### src/rtl/rcu_pkg.sv
// rcu_pkg: shared types, widths and codes of the radix converter unit
// no dependencies; imported by every rcu module and by radix_converter_unit
package rcu_pkg;

	// fixed field widths
	localparam int CHAR_W     = 8;
	localparam int OUT_CHAR_W = 7;
	localparam int STATUS_W   = 2;
	localparam int BASE_W     = 6;
	localparam int DIGIT_W    = 6;

	// digit store geometry
	localparam int STORE_DEPTH = 32;
	localparam int ADDR_W      = $clog2(STORE_DEPTH);
	localparam int COUNT_W     = $clog2(STORE_DEPTH + 1);

	// parameter defaults
	localparam int VALUE_BITS_DEF = 32;
	localparam int MAX_DIGITS_DEF = 32;

	// configuration port
	localparam int CFG_ADDR_W = 1;
	localparam logic [CFG_ADDR_W-1:0] REG_SOURCE_BASE = 1'd0;
	localparam logic [CFG_ADDR_W-1:0] REG_TARGET_BASE = 1'd1;
	localparam logic [BASE_W-1:0]     BASE_RESET      = 6'd10;

	// status codes
	localparam logic [STATUS_W-1:0] ERR_NONE     = 2'd0;
	localparam logic [STATUS_W-1:0] ERR_DIGIT    = 2'd1;
	localparam logic [STATUS_W-1:0] ERR_OVERFLOW = 2'd2;

	// control of the character accumulate unit
	typedef struct packed {
		logic accept;  // item taken, start multiply
		logic update;  // fold product and digit into the accumulator
		logic clear;   // number done, back to zero
	} mac_ctl_t;

endpackage

### src/rtl/radix_converter_unit.sv
// radix_converter_unit: top level, digit string in source base to digits in target base
// depends on rcu_pkg, rcu_char_mac, rcu_divider, rcu_digit_store
//
//   channel   | direction | payload
//   s_axis    | in        | tdata = digit_char[7:0], tlast = last_digit
//   m_axis    | out       | tdata = out_char[6:0] + one zero bit, tuser = status, tlast = last_out
//   cfg       | in        | cfg_addr 0 source_base, 1 target_base, cfg_wdata[5:0]
//
// a character that is not final goes through accept, then multiply-add
// a final character goes through accept, multiply-add and check, then one bit-serial division
// per output digit, then a store read and a load per emitted digit
// the output register lets the next number start while the last item waits on m_axis_tready
// reset returns both bases to 10 and clears accumulator, error and digit count
module radix_converter_unit #(
	parameter int VALUE_BITS = rcu_pkg::VALUE_BITS_DEF,
	parameter int MAX_DIGITS = rcu_pkg::MAX_DIGITS_DEF
) (
	input  logic                          clk,
	input  logic                          arst_n,
	// digit_char[7:0]
	input  logic [7:0]                    s_axis_tdata,
	input  logic                          s_axis_tlast,
	input  logic                          s_axis_tvalid,
	output logic                          s_axis_tready,
	// out_char[6:0], zero [7]
	output logic [7:0]                    m_axis_tdata,
	// status[1:0]
	output logic [rcu_pkg::STATUS_W-1:0]  m_axis_tuser,
	output logic                          m_axis_tlast,
	output logic                          m_axis_tvalid,
	input  logic                          m_axis_tready,
	input  logic                          cfg_we,
	input  logic [rcu_pkg::CFG_ADDR_W-1:0] cfg_addr,
	input  logic [rcu_pkg::BASE_W-1:0]    cfg_wdata
);
	import rcu_pkg::*;

	localparam int DIGIT_LIMIT = (MAX_DIGITS < STORE_DEPTH) ? MAX_DIGITS : STORE_DEPTH;
	localparam logic [COUNT_W-1:0] LIMIT = COUNT_W'(DIGIT_LIMIT);

	localparam logic [BASE_W-1:0] BASE_MIN = 6'd2;
	localparam logic [BASE_W-1:0] BASE_MAX = 6'd36;

	localparam logic [OUT_CHAR_W-1:0] SYM_0 = 7'h30;
	localparam logic [OUT_CHAR_W-1:0] SYM_A = 7'h41;

	// sequencer states
	localparam logic [2:0] ST_IDLE  = 3'd0;
	localparam logic [2:0] ST_MAC   = 3'd1;
	localparam logic [2:0] ST_CHECK = 3'd2;
	localparam logic [2:0] ST_DIV   = 3'd3;
	localparam logic [2:0] ST_ERROR = 3'd4;
	localparam logic [2:0] ST_READ  = 3'd5;
	localparam logic [2:0] ST_LOAD  = 3'd6;

	function automatic logic [BASE_W-1:0] clamp_base(input logic [BASE_W-1:0] b);
		logic [BASE_W-1:0] r;
		r = b;
		if (b < BASE_MIN) r = BASE_MIN;
		if (b > BASE_MAX) r = BASE_MAX;
		return r;
	endfunction

	function automatic logic [OUT_CHAR_W-1:0] digit_symbol(input logic [DIGIT_W-1:0] d);
		logic [OUT_CHAR_W-1:0] r;
		if (d < DIGIT_W'(10)) r = SYM_0 + OUT_CHAR_W'(d);
		else r = SYM_A + OUT_CHAR_W'(d - DIGIT_W'(10));
		return r;
	endfunction

	logic [BASE_W-1:0] src_base_q;
	logic [BASE_W-1:0] tgt_base_q;
	logic [BASE_W-1:0] src_base;
	logic [BASE_W-1:0] tgt_base;

	logic [2:0]          state_q;
	logic                last_s1;
	logic [COUNT_W-1:0]  cnt_q;
	logic [ADDR_W-1:0]   rd_idx_q;
	logic [STATUS_W-1:0] res_status_q;

	logic                  out_valid_q;
	logic [OUT_CHAR_W-1:0] out_char_q;
	logic [STATUS_W-1:0]   out_status_q;
	logic                  out_last_q;

	mac_ctl_t              mac_ctl;
	logic [VALUE_BITS-1:0] acc;
	logic [STATUS_W-1:0]   err;

	logic                  div_start;
	logic [VALUE_BITS-1:0] div_dividend;
	logic                  div_done;
	logic [VALUE_BITS-1:0] div_quo;
	logic [DIGIT_W-1:0]    div_rem;

	logic               st_we;
	logic               st_re;
	logic [DIGIT_W-1:0] st_rdata;

	logic in_accept;
	logic slot_free;
	logic digit_full;

	// configuration registers
	always_ff @(posedge clk or negedge arst_n) begin
		if (!arst_n) begin
			src_base_q <= BASE_RESET;
			tgt_base_q <= BASE_RESET;
		end else if (cfg_we) begin
			case (cfg_addr)
				REG_SOURCE_BASE: src_base_q <= cfg_wdata;
				REG_TARGET_BASE: tgt_base_q <= cfg_wdata;
				default: ;
			endcase
		end
	end

	assign src_base = clamp_base(src_base_q);
	assign tgt_base = clamp_base(tgt_base_q);

	// handshakes
	assign s_axis_tready = (state_q == ST_IDLE);
	assign in_accept     = s_axis_tvalid && s_axis_tready;
	assign slot_free     = !out_valid_q || m_axis_tready;
	assign digit_full    = (cnt_q >= LIMIT);

	// unit control
	always_comb begin
		mac_ctl.accept = in_accept;
		mac_ctl.update = (state_q == ST_MAC);
		mac_ctl.clear  = (state_q == ST_CHECK);
		div_start      = ((state_q == ST_CHECK) && (err == ERR_NONE)) ||
		                 ((state_q == ST_DIV) && div_done && !digit_full && (div_quo != '0));
		div_dividend   = (state_q == ST_CHECK) ? acc : div_quo;
		st_we          = (state_q == ST_DIV) && div_done && !digit_full;
		st_re          = (state_q == ST_READ);
	end

	rcu_char_mac #(
		.VALUE_BITS(VALUE_BITS)
	) u_mac (
		.clk        (clk),
		.arst_n     (arst_n),
		.ctl        (mac_ctl),
		.digit_char (s_axis_tdata),
		.source_base(src_base),
		.acc        (acc),
		.err        (err)
	);

	rcu_divider #(
		.VALUE_BITS(VALUE_BITS)
	) u_div (
		.clk      (clk),
		.arst_n   (arst_n),
		.start    (div_start),
		.dividend (div_dividend),
		.divisor  (tgt_base),
		.done     (div_done),
		.quotient (div_quo),
		.remainder(div_rem)
	);

	rcu_digit_store u_store (
		.clk  (clk),
		.we   (st_we),
		.waddr(cnt_q[ADDR_W-1:0]),
		.wdata(div_rem),
		.re   (st_re),
		.raddr(rd_idx_q),
		.rdata(st_rdata)
	);

	// final flag of the item in flight
	always_ff @(posedge clk) begin
		if (in_accept) begin
			last_s1 <= s_axis_tlast;
		end
	end

	// sequencer
	always_ff @(posedge clk or negedge arst_n) begin
		if (!arst_n) begin
			state_q      <= ST_IDLE;
			cnt_q        <= '0;
			rd_idx_q     <= '0;
			res_status_q <= ERR_NONE;
		end else begin
			case (state_q)
				ST_IDLE: begin
					if (in_accept) state_q <= ST_MAC;
				end
				ST_MAC: begin
					state_q <= last_s1 ? ST_CHECK : ST_IDLE;
				end
				ST_CHECK: begin
					cnt_q        <= '0;
					res_status_q <= err;
					state_q      <= (err == ERR_NONE) ? ST_DIV : ST_ERROR;
				end
				ST_DIV: begin
					if (div_done) begin
						if (digit_full) begin
							res_status_q <= ERR_OVERFLOW;
							state_q      <= ST_ERROR;
						end else begin
							cnt_q <= cnt_q + 1'b1;
							if (div_quo == '0) begin
								rd_idx_q <= cnt_q[ADDR_W-1:0];
								state_q  <= ST_READ;
							end
						end
					end
				end
				ST_ERROR: begin
					if (slot_free) state_q <= ST_IDLE;
				end
				ST_READ: begin
					state_q <= ST_LOAD;
				end
				ST_LOAD: begin
					if (slot_free) begin
						if (rd_idx_q == '0) begin
							state_q <= ST_IDLE;
						end else begin
							rd_idx_q <= rd_idx_q - 1'b1;
							state_q  <= ST_READ;
						end
					end
				end
				default: state_q <= ST_IDLE;
			endcase
		end
	end

	// output register
	always_ff @(posedge clk or negedge arst_n) begin
		if (!arst_n) begin
			out_valid_q <= 1'b0;
		end else if (slot_free && ((state_q == ST_ERROR) || (state_q == ST_LOAD))) begin
			out_valid_q <= 1'b1;
		end else if (m_axis_tready) begin
			out_valid_q <= 1'b0;
		end
	end

	always_ff @(posedge clk) begin
		if (slot_free && (state_q == ST_ERROR)) begin
			out_char_q   <= '0;
			out_status_q <= res_status_q;
			out_last_q   <= 1'b1;
		end else if (slot_free && (state_q == ST_LOAD)) begin
			out_char_q   <= digit_symbol(st_rdata);
			out_status_q <= ERR_NONE;
			out_last_q   <= (rd_idx_q == '0);
		end
	end

	assign m_axis_tvalid = out_valid_q;
	assign m_axis_tdata  = {1'b0, out_char_q};
	assign m_axis_tuser  = out_status_q;
	assign m_axis_tlast  = out_last_q;

`ifndef NO_ASSERTIONS
	// digit count never runs past the store limit
	assert property (@(posedge clk) disable iff (!arst_n) cnt_q <= LIMIT)
		else $error("digit count beyond limit");

	// emission only reads entries written in this conversion
	assert property (@(posedge clk) disable iff (!arst_n)
		(state_q == ST_READ) |-> (COUNT_W'(rd_idx_q) < cnt_q))
		else $error("read of unwritten digit entry");

	// divider results only arrive while the sequencer waits for them
	assert property (@(posedge clk) disable iff (!arst_n) div_done |-> (state_q == ST_DIV))
		else $error("stray divider completion");

	// remainder is a valid digit of the target base
	assert property (@(posedge clk) disable iff (!arst_n)
		div_done |-> (div_rem < tgt_base))
		else $error("remainder not below target base");

	// first error of a number sticks until the number is closed
	assert property (@(posedge clk) disable iff (!arst_n)
		((err != ERR_NONE) && !mac_ctl.clear) |=> ($past(err) == err))
		else $error("error code changed inside a number");
`endif

endmodule

### src/rtl/rcu_char_mac.sv
// rcu_char_mac: decodes one digit character and folds it into the accumulator
// two steps per item: registered multiply, then add with range check
// depends on rcu_pkg
module rcu_char_mac #(
	parameter int VALUE_BITS = rcu_pkg::VALUE_BITS_DEF
) (
	input  logic                         clk,
	input  logic                         arst_n,
	input  rcu_pkg::mac_ctl_t            ctl,
	input  logic [rcu_pkg::CHAR_W-1:0]   digit_char,
	input  logic [rcu_pkg::BASE_W-1:0]   source_base,
	output logic [VALUE_BITS-1:0]        acc,
	output logic [rcu_pkg::STATUS_W-1:0] err
);
	import rcu_pkg::*;

	localparam int PROD_W = VALUE_BITS + BASE_W;
	localparam int SUM_W  = PROD_W + 1;

	localparam logic [CHAR_W-1:0] CH_0     = 8'h30;
	localparam logic [CHAR_W-1:0] CH_9     = 8'h39;
	localparam logic [CHAR_W-1:0] CH_LO_A  = 8'h61;
	localparam logic [CHAR_W-1:0] CH_LO_Z  = 8'h7A;
	localparam logic [CHAR_W-1:0] CH_UP_A  = 8'h41;
	localparam logic [CHAR_W-1:0] CH_UP_Z  = 8'h5A;
	localparam logic [CHAR_W-1:0] LETTER_0 = 8'd10;

	logic [VALUE_BITS-1:0] acc_q;
	logic [STATUS_W-1:0]   err_q;
	logic [PROD_W-1:0]     prod_s1;
	logic [DIGIT_W-1:0]    dval_s1;
	logic                  bad_s1;

	logic [CHAR_W-1:0]  dec_full;
	logic               dec_ok;
	logic [DIGIT_W-1:0] dec_val;
	logic [SUM_W-1:0]   sum;
	logic               ovf;

	// character to digit value
	always_comb begin
		dec_full = '0;
		dec_ok   = 1'b1;
		if (digit_char inside {[CH_0:CH_9]}) begin
			dec_full = digit_char - CH_0;
		end else if (digit_char inside {[CH_LO_A:CH_LO_Z]}) begin
			dec_full = digit_char - CH_LO_A + LETTER_0;
		end else if (digit_char inside {[CH_UP_A:CH_UP_Z]}) begin
			dec_full = digit_char - CH_UP_A + LETTER_0;
		end else begin
			dec_ok = 1'b0;
		end
		dec_val = dec_full[DIGIT_W-1:0];
	end

	// stage one: product of accumulator and base
	always_ff @(posedge clk) begin
		if (ctl.accept) begin
			prod_s1 <= PROD_W'(acc_q) * PROD_W'(source_base);
			dval_s1 <= dec_val;
			bad_s1  <= !dec_ok || (dec_val >= source_base);
		end
	end

	// stage two: add digit, range check against value width
	assign sum = SUM_W'(prod_s1) + SUM_W'(dval_s1);
	assign ovf = |sum[SUM_W-1:VALUE_BITS];

	// accumulator and first error of the number
	always_ff @(posedge clk or negedge arst_n) begin
		if (!arst_n) begin
			acc_q <= '0;
			err_q <= ERR_NONE;
		end else if (ctl.clear) begin
			acc_q <= '0;
			err_q <= ERR_NONE;
		end else if (ctl.update && err_q == ERR_NONE) begin
			if (bad_s1) begin
				err_q <= ERR_DIGIT;
			end else if (ovf) begin
				err_q <= ERR_OVERFLOW;
			end else begin
				acc_q <= sum[VALUE_BITS-1:0];
			end
		end
	end

	assign acc = acc_q;
	assign err = err_q;

endmodule

### src/rtl/rcu_divider.sv
// rcu_divider: bit-serial restoring divider, value by a 6-bit base
// one quotient bit per cycle, done pulses after VALUE_BITS steps
// depends on rcu_pkg
module rcu_divider #(
	parameter int VALUE_BITS = rcu_pkg::VALUE_BITS_DEF
) (
	input  logic                        clk,
	input  logic                        arst_n,
	input  logic                        start,
	input  logic [VALUE_BITS-1:0]       dividend,
	input  logic [rcu_pkg::BASE_W-1:0]  divisor,
	output logic                        done,
	output logic [VALUE_BITS-1:0]       quotient,
	output logic [rcu_pkg::DIGIT_W-1:0] remainder
);
	import rcu_pkg::*;

	localparam int CNT_W = $clog2(VALUE_BITS);
	localparam logic [CNT_W-1:0] LAST_STEP = CNT_W'(VALUE_BITS - 1);

	logic                  busy_q;
	logic                  done_q;
	logic [CNT_W-1:0]      cnt_q;
	logic [VALUE_BITS-1:0] quo_q;
	logic [DIGIT_W-1:0]    rem_q;

	logic [DIGIT_W:0]   trial;
	logic               fits;
	logic [DIGIT_W:0]   diff;
	logic [DIGIT_W-1:0] rem_next;

	// one restoring step
	always_comb begin
		trial    = {rem_q, quo_q[VALUE_BITS-1]};
		fits     = trial >= {1'b0, divisor};
		diff     = trial - {1'b0, divisor};
		rem_next = fits ? diff[DIGIT_W-1:0] : trial[DIGIT_W-1:0];
	end

	// step sequencing
	always_ff @(posedge clk or negedge arst_n) begin
		if (!arst_n) begin
			busy_q <= 1'b0;
			done_q <= 1'b0;
			cnt_q  <= '0;
		end else begin
			done_q <= 1'b0;
			if (start) begin
				busy_q <= 1'b1;
				cnt_q  <= '0;
			end else if (busy_q) begin
				cnt_q <= cnt_q + 1'b1;
				if (cnt_q == LAST_STEP) begin
					busy_q <= 1'b0;
					done_q <= 1'b1;
				end
			end
		end
	end

	// quotient shifts in over the dividend
	always_ff @(posedge clk) begin
		if (start) begin
			quo_q <= dividend;
			rem_q <= '0;
		end else if (busy_q) begin
			quo_q <= {quo_q[VALUE_BITS-2:0], fits};
			rem_q <= rem_next;
		end
	end

	assign done      = done_q;
	assign quotient  = quo_q;
	assign remainder = rem_q;

endmodule

### src/rtl/rcu_digit_store.sv
// rcu_digit_store: 32 x 6 digit memory, one write and one read port
// read data is registered
// depends on rcu_pkg
module rcu_digit_store (
	input  logic                        clk,
	input  logic                        we,
	input  logic [rcu_pkg::ADDR_W-1:0]  waddr,
	input  logic [rcu_pkg::DIGIT_W-1:0] wdata,
	input  logic                        re,
	input  logic [rcu_pkg::ADDR_W-1:0]  raddr,
	output logic [rcu_pkg::DIGIT_W-1:0] rdata
);
	import rcu_pkg::*;

	logic [DIGIT_W-1:0] mem [STORE_DEPTH];
	logic [DIGIT_W-1:0] rdata_q;

	// write port
	always_ff @(posedge clk) begin
		if (we) begin
			mem[waddr] <= wdata;
		end
	end

	// registered read port
	always_ff @(posedge clk) begin
		if (re) begin
			rdata_q <= mem[raddr];
		end
	end

	assign rdata = rdata_q;

endmodule
### config.mk
export PLATFORM = sky130hd
export DESIGN_NAME = radix_converter_unit
export DESIGN_NICKNAME = d
export VERILOG_FILES = /design/src/rtl/rcu_pkg.sv /design/src/rtl/radix_converter_unit.sv /design/src/rtl/rcu_char_mac.sv /design/src/rtl/rcu_divider.sv /design/src/rtl/rcu_digit_store.sv
export SDC_FILE = /design/constraint.sdc
export NUM_CORES = 1
export LEC_CHECK = 0
export ABC_AREA = 1
export BUFFER_PORTS_ARGS = -buffer_cell sky130_fd_sc_hd__buf_2
export CORE_MARGIN = 2
export CORE_UTILIZATION = 58
export DETAILED_ROUTE_END_ITERATION = 8
export MAX_ROUTING_LAYER = met4
export PLACE_DENSITY = 0.78
export SYNTH_ARGS = -nofsm -noshare
export SYNTH_HDL_FRONTEND = slang
export SYNTH_HIERARCHICAL = 1
export SYNTH_SLANG_ARGS = --single-unit
export TNS_END_PERCENT = 30
### constraint.sdc
create_clock -name clk -period 4.92 [get_ports clk]
set_input_delay 0.984 -clock clk [delete_from_list [all_inputs] [get_ports clk]]
set_output_delay 0.984 -clock clk [all_outputs]
set_load 0.01 [all_outputs]
==> implementation parameters, run 1 <==
Parameter                              Value

CTS
  CTS sink count ... between 300 and 400
  CTS clk-pin slew, worst paths ... ~0.060 ns
  TritonCTS Buffers ... 40
  Number of buffers on the longest clock path ... 3
  Clock tree from TritonCTS ... built
  Root Driver ... clkbuf_16
  Maximum level of the CTS H-tree ... 2
  Source-to-sink clock delay at the later pin of the worst-skew pair ... around 0.60 ns

Power and ir drop
  Clock Power Share ... between 30 and 40%
  Net switching power ... approximately 2.2 mW
  Combinational Power Share ... 14.8%
  Largest vdd supply drop ... roughly 0.00031 V
  Power density over cell area ... about 280 nW/um^2
  Net switching share of the total power ... 27.90%
  Leakage dissipation ... 13.86 nW
  Internal power component ... between 5 and 6 mW
  Proportion of power drawn by flip-flops and latches ... about half

Synth
  Mean area per synthesized cell ... between 8 and 9 sq um
  Fraction of the yosys area taken by sequential cells ... approximately 42%
  Synthesized-area fraction occupied by adder cells ... approximately 14%
  Simple-gate area share of the yosys netlist ... ~27%
  Largest family of logic cells by synthesized area ... simple AND/OR/NAND/NOR gates
  Warning count from the yosys run ... 6
  Number of distinct library cells after synthesis ... 56
  Synthesized-area fraction occupied by ao, oa, aoi and oai cells ... roughly 4%
  Fraction of synthesized area in multiplexers ... 0%
  Number of synthesized register bits ... between 300 and 400
  Cell area after technology mapping ... ~25000 sq um
  Number of nets in the synthesized netlist ... between 3000 and 4000
  Area share of xor/xnor cells in the synthesized design ... roughly 2.4%
  Cells after synthesis ... approximately 3000

Worst setup path
  Critical-path cell with the highest stage delay ... fa_1
  Worst R2R Start ... src_base_q[2]
  Depth of the most critical reg-to-reg path ... 26
  Required arrival time at the worst endpoint ... ~5.3 ns
  Crit path capture ... u_mac/prod_s1[34]
  Kind of capture point of the worst setup path ... flip-flop
  Startpoint Class ... flip-flop
  R2r setup slk ... 0.08 ns
  Crit path arrival time ... approximately 5.2 ns
  Largest fanout of any net on the critical path ... 6
  Startpoint-to-endpoint class of the critical path ... flip-flop to flip-flop
  Timing startpoint of the critical path ... src_base_q[2]
  Endpoint of the worst-slack reg-to-reg timing path ... u_mac/prod_s1[34]
  CP dominant cell by count ... nand2_1
  Largest incremental delay on the critical path ... between 0.5 and 0.6 ns

Global routing
  Number of global-route vias before repair ... about 20000
  Initial antenna violation count ... 0
  Global-route usage over all layers ... between 20% and 30%
  Overflow after GRT ... 0
  Global-route wire length before repair ... roughly 100 mm
  Largest net degree at the start of global routing ... 97

Finish
  Number of standard cells in the final layout excluding fillers ... 3668
  Nets@finish ... roughly 3300
  Layout cell share with drive strength beyond 1 ... roughly 13%
  Growth of design area from synthesis to finish ... 11.86%
  Diode insertion count for antenna repair ... 0

Detailed routing
  WL per Instance ... 17.18 um
  Drt total wl ... 63.00 mm
  Residual DRC count ... 0
  Via count ... between 20000 and 25000
  Number of violations reported at the end of detailed-routing iteration 0 ... 2378
  Vias per Instance ... between 5 and 6
  First-pass DRT Iterations ... 6
  Count of nets left with antenna violations after detail routing ... 0

STA
  Clock skew after layout ... between 0.03 and 0.04 ns
  Headroom to the max-slew limit ... 30.30%
  Maximum frequency from static timing analysis ... about 210 MHz
  Aggregate negative setup slack ... 0 ns
  Slew of the pin with the lowest slew margin ... 1.039 ns
  Number of endpoints with negative hold slack in the final report ... 0
  Final worst-path cycle share ... a little over nine tenths
  Number of endpoints failing setup at the final stage ... 0
  Unrepaired setup endpoints after global routing ... yes
  Minimum clock period ... 4.836 ns
  Max Slew Vio Count ... 0

Place
  Placed Instances ... between 3000 and 4000
  Final HPWL DP ... around 43 mm
  Count of buffers inserted at the top-level ports ... 32
  Placer's final routability congestion estimate ... 0.9970

Floorplan
  Standard cell core area ... approximately 43000 sq um
  Vertical die dimension ... approximately 210 um
  Chip Width ... about 210 um
  Std cell rows ... 76
  Area of the die ... ~45000 sq um
  I/O pin total ... 34
  Starting density of the core ... between 50% and 60%

Min path
  Min-Delay Path Class ... input pin to asynchronous set/reset pin

Status
  Outcome ... complete, no violations

Run
  Maxcap violations ... 0
sequential cells by signal, summed over array words and instances (netlist names), 7 cells and up:
name,flops
u_store/mem,192
out_char_q,7
u_mac/acc,32
u_div/quotient,32
u_mac/prod_s1,38
final cells by class:
class / instances / area (sq um)
inverter: 562 / 2116
tap: 546 / 683.2
timing repair buffer: 105 / 819.5
sequential: 362 / 10390
fill: 3430 / 14850
clock buffer: 53 / 1080
multi-input combinational: 2019 / 12660
clock inverter: 21 / 191.4
cell families after synthesis:
group | count (synthesis)
DFF | 362
other | 1
AOI/OAI and AO/OA | 177
buffers and inverters | 658
xor gates and xnor gates | 69
adders and majority gates | 204
and+or+nand+nor | 1568
critical path, delay by kind of cell (launching register included):
kind	cells	cell delay, ns
buffers and inverters	6	0.62
DFF	1	0.42
and+or+nand+nor	11	0.96
AOI/OAI and AO/OA	5	0.71
adders and majority gates	4	1.88
cell usage in the layout (no fill, tap or decap), types with 35 or more instances in the layout:
cell type,count
xor2_1,44
edfxtp_1,278
ha_1,56
nor2_1,158
nand3_1,242
o21ai_0,53
a21oi_1,35
nand2_1,958
buf_4,64
nand3_2,41
dfrtp_1,64
fa_1,121
nand4_1,47
clkbuf_16,42
inv_1,532
power by group through the flow:
stage               sequential (mW)  combinational, mW  clock, mW
floorplan                      3.95              0.606          0
global placement               3.86               1.08          0
detailed placement             3.86               1.13          0
CTS                            3.81               1.14       2.95
global route                   3.83               1.29       3.07
finish                         3.81               1.17       2.91
metrics by stage:
stage | hold WS (ns) | cell area, sq um | setup WS, ns | total power [mW] | utilization [%]
2_1_floorplan | 0.4298 | 24980 | 0.06442 | 4.559 | -
3_3_place_gp | 0.4412 | 25840 | -0.1248 | 4.943 | 60.39
3_5_place_dp | 0.4498 | 25840 | -0.1448 | 4.999 | 60.39
4_1_cts | 0.3599 | 27250 | -0.02521 | 7.896 | 63.68
5_1_grt | 0.3905 | 27940 | -0.1483 | 8.189 | 65.30
6_report | 0.3705 | 27940 | 0.08380 | 7.887 | 65.30
what timing repair did:
| action | CTS | global route |
|---|---|---|
| buffers inserted | 3 | 5 |
| gates resized for setup | 23 | 148 |
| hold buffers | 0 | 0 |
| hold endpoints to repair | 0 | 0 |
| setup endpoints to repair | 14 | 25 |
| pin swaps | 4 | 42 |
| cloned | 0 | 2 |
synth_stat cells, drive strengths merged:
library cell	instances	share of area [%]
nor4	2	0.050
nand4	47	1.2
a22o	1	0.035
o211a	1	0.040
o22ai	2	0.050
dfxtp	14	1.1
a21boi	4	0.12
or2	2	0.050
xor2	44	1.5
clkbuf	40	0.64
ha	81	4.1
dfstp	4	0.42
dfrtp	66	6.6
inv	559	8.4
a21oi	63	1.3
a41oi	1	0.035
nor2	204	3.5
o221ai	2	0.070
nor3	19	0.42
a31oi	7	0.18
fa	123	9.9
conb	1	0.015
o21bai	7	0.21
edfxtp	278	33
xnor2	25	0.88
o211ai	5	0.15
buf	56	1.5
clkinv	3	0.050
a21o	4	0.12
nand2	1001	15
o31ai	1	0.030
o21a	7	0.21
and2	3	0.075
nand3b	4	0.12
o21ai	72	1.5
nand3	286	6.6
worst min-delay path by stage:
stage / depth (start not counted) / endpoint / start
floorplan: 2 / state_q[1] / last_s1
global placement: 2 / out_char_q[1] / out_char_q[1]
detailed placement: 2 / out_char_q[5] / out_char_q[5]
CTS: 1 / src_base_q[2] / arst_n
global route: 1 / src_base_q[2] / arst_n
finish: 1 / src_base_q[2] / arst_n
per-layer routing:
metal	track usage [%]	routed length (um)	up-vias
met5	-	0	-
met4	9.543	1557	0
met3	3.991	5657	124
met2	45.68	29550	955
met1	39.12	26230	9782
li1	-	-	9624
Note: power is estimated with default switching activity, not from simulation.
==> run 2: changes to the inputs <==
--- a/config.mk
+++ b/config.mk
@@ -7,6 +7,7 @@
 export LEC_CHECK = 0
 export ABC_AREA = 1
 export BUFFER_PORTS_ARGS = -buffer_cell sky130_fd_sc_hd__buf_2
+export CORE_ASPECT_RATIO = 1.4
 export CORE_MARGIN = 2
 export CORE_UTILIZATION = 58
 export DETAILED_ROUTE_END_ITERATION = 8
==> run 2 against run 1 <==
The run now ends with setup timing left; maximum frequency is 4.4% lower; setup slack lost 0.22 ns; non-clock buffer count grew 69; critical path depth is 3 lower; clock skew down 0.0068 ns; via count rose by 2.2%; power hardly changed; combinational power shrank 7%; global-route usage is 1.1 points higher; core utilization increased by 1.9 points; count of clock-buffer cells in the layout down 11; first-iteration DRC count decreased by 30%; critical path type unchanged; critical endpoint is now u_mac/prod_s1[25]; largest cell class unchanged; largest power group unchanged.
==> implementation parameters, run 2 (synthesized netlist as in run 1, its figures left out) <==
Parameter                              Value

Floorplan
  Chip Width ... approximately 180 um
  Std cell rows ... 90
  Vertical die dimension ... ~250 um
  Area of the die ... roughly 45000 sq um
  Starting density of the core ... 58.37%
  Standard cell core area ... 42790 sq um
  I/O pin total ... 34

CTS
  Source-to-sink clock delay at the later pin of the worst-skew pair ... about 0.54 ns
  CTS sink count ... approximately 360
  Number of buffers on the longest clock path ... 3
  Quantity of hold-fixing buffers added after cts ... 0
  Root Driver ... clkbuf_16
  Maximum level of the CTS H-tree ... 2
  TritonCTS Buffers ... 37
  CTS clk-pin slew, worst paths ... about 0.060 ns
  Clock tree from TritonCTS ... built

Detailed routing
  Vias per Instance ... 5.605
  Number of violations reported at the end of detailed-routing iteration 0 ... roughly 1700
  Count of nets left with antenna violations after detail routing ... 0
  Residual DRC count ... 0
  Drt total wl ... 67.20 mm
  Via count ... 20940
  First-pass DRT Iterations ... 8
  WL per Instance ... ~18 um

Finish
  Growth of design area from synthesis to finish ... 15.04%
  Flip-flop count of the largest register, all copies and words added ... approximately 190
  Design Area, Final ... 28740 sq um
  Largest Register ... u_store/mem
  Layout cell share with drive strength beyond 1 ... about 16%
  Diode insertion count for antenna repair ... 0
  Most frequent standard cell in the layout excluding fill and tap cells ... nand2_1
  Filler cell count ... 3289
  Nets@finish ... 3381
  Most frequent cells in the layout ... nand2_1, inv_1, edfxtp_1
  Number of standard cells in the final layout excluding fillers ... 3736
  Largest registers in the final layout ... u_store/mem x192, u_mac/prod_s1 x38

Worst setup path
  Kind of capture point of the worst setup path ... flip-flop
  Largest fanout of any net on the critical path ... 6
  Startpoint Class ... flip-flop
  Required arrival time at the worst endpoint ... roughly 5.2 ns
  Cell breakdown of the critical path ... inv_2 -> nand2_2 -> o21ai_2 -> a41oi_2 -> buf_6 -> or2_4 -> buf_12 -> nand2_1 -> inv_1 -> fa_1 -> fa_1 -> inv_2 -> fa_1 -> inv_2 -> ha_4 -> a21oi_1 -> o21ai_0 -> nand2_1 -> o211ai_1 -> buf_4 -> a21oi_2 -> o21ai_0 -> xor2_1
  Largest incremental delay on the critical path ... between 0.5 and 0.6 ns
  Startpoint-to-endpoint class of the critical path ... flip-flop to flip-flop
  Crit path arrival time ... 5.33 ns
  Critical-path cell with the highest stage delay ... fa_1

STA
  Number of endpoints with negative hold slack in the final report ... 0
  Slew of the pin with the lowest slew margin ... around 1 ns
  Max Slew Vio Count ... 0
  Minimum clock period ... approximately 5.1 ns
  Final worst-path cycle share ... 102.8%
  Maximum frequency from static timing analysis ... roughly 200 MHz
  Crit path setup slack, layout ... -0.1401 ns
  Clock skew after layout ... between 0.02 and 0.03 ns
  Unrepaired setup endpoints after global routing ... yes
  Number of endpoints failing setup at the final stage ... 12
  Headroom to the max-slew limit ... 34.56%

Global routing
  Largest net degree at the start of global routing ... 97
  Overflow after GRT ... 0
  Global-route usage over all layers ... a little under a third
  Number of global-route vias before repair ... approximately 21000
  Global-route wire length before repair ... roughly 100 mm
  Met1 routing resource usage after global routing ... about a third
  M3 GR Usage ... 3.321%
  Initial antenna violation count ... 0
  GR Layer Usage met2 ... a little over half
  Most congested layer reported by global routing ... met2

Status
  Outcome ... finished with violations
  Failing checks ... setup timing

Place
  Final HPWL DP ... ~47 mm
  Placer's final routability congestion estimate ... 0.9853
  Count of buffers inserted at the top-level ports ... 32
  Total placed instance area ... roughly 26000 sq um
  Placed Instances ... between 3000 and 4000

Power and ir drop
  Leakage dissipation ... 14.29 nW
  Largest vdd supply drop ... 0.0002285 V
  Power density over cell area ... about 270 nW/um^2

Run
  Maxcap violations ... 0

Min path
  Min-Delay Path Class ... flip-flop to flip-flop
## run 2: stage by stage
step	worst slack, ns	setup TNS (ns)	hold slack, ns	power, mW	utilization (%)
2_1_floorplan	0.06442	0	0.4298	4.559	-
6_report	-0.1401	-0.5639	0.4557	7.892	67.15
3_5_place_dp	-0.4514	-1.357	0.4353	5.024	61.44
4_1_cts	-0.01288	-0.03089	0.4579	7.857	64.75
3_3_place_gp	-0.3319	-0.5583	0.4347	4.972	61.44
5_1_grt	-0.2934	-3.264	0.4719	8.215	67.15
## run 2: report_power, final
part,total (mW),leakage (nW),internal (mW),switching (mW)
combinational,1.09,10.2,0.407,0.686
clock,2.84,0.588,1.63,1.21
sequential,3.96,3.54,3.70,0.258
## run 2: repair_timing
item / 4_1_cts / 5_1_grt
pin swaps: 16 / 82
resized for setup: 40 / 197
setup endpoints to repair: 15 / 26
setup buffers: 1 / 17
cloned: 1 / 6
## run 2: final cells by class
cell class,count,area (sq um),share of cell area [%]
Clock inverter,25,249.0,0.8665
Sequential cell,362,10390,36.16
Multi-Input combinational cell,2019,12860,44.77
Inverter,562,2116,7.363
Timing Repair Buffer,174,1460,5.081
Tap cell,552,690.7,2.404
Clock buffer,42,964.7,3.357
## run 2: path summary, 6_finish.rpt
kind                            slack [ns]           endpoint  cells past startpoint          start
worst max-delay path                 -0.14  u_mac/prod_s1[25]                     23  src_base_q[3]
worst min-delay path                  0.46         state_q[1]                      2        last_s1
worst max register to register       -0.14  u_mac/prod_s1[25]                     23  src_base_q[3]
worst min register to register        0.46         state_q[1]                      2        last_s1
max in group asynchronous             3.67      src_base_q[0]                      1         arst_n
min in group asynchronous             0.56        rd_idx_q[3]                      1         arst_n
## run 2: worst max-delay path, delay by kind of cell (launching register included)
kind	cells	cell delay, ns
compound gates	7	1.14
xor+xnor	1	0.16
fa+ha+maj	4	1.75
buf+inv	7	0.72
flops	1	0.55
simple gates	4	0.49
## run 2: layer usage
layer	wire (um)	vias to the layer above	share of wire (%)
met5	0	-	0
met4	4788	0	7.1
met3	3333	318	5.0
met2	35100	876	52
met1	23990	10000	36
li1	-	9746	-
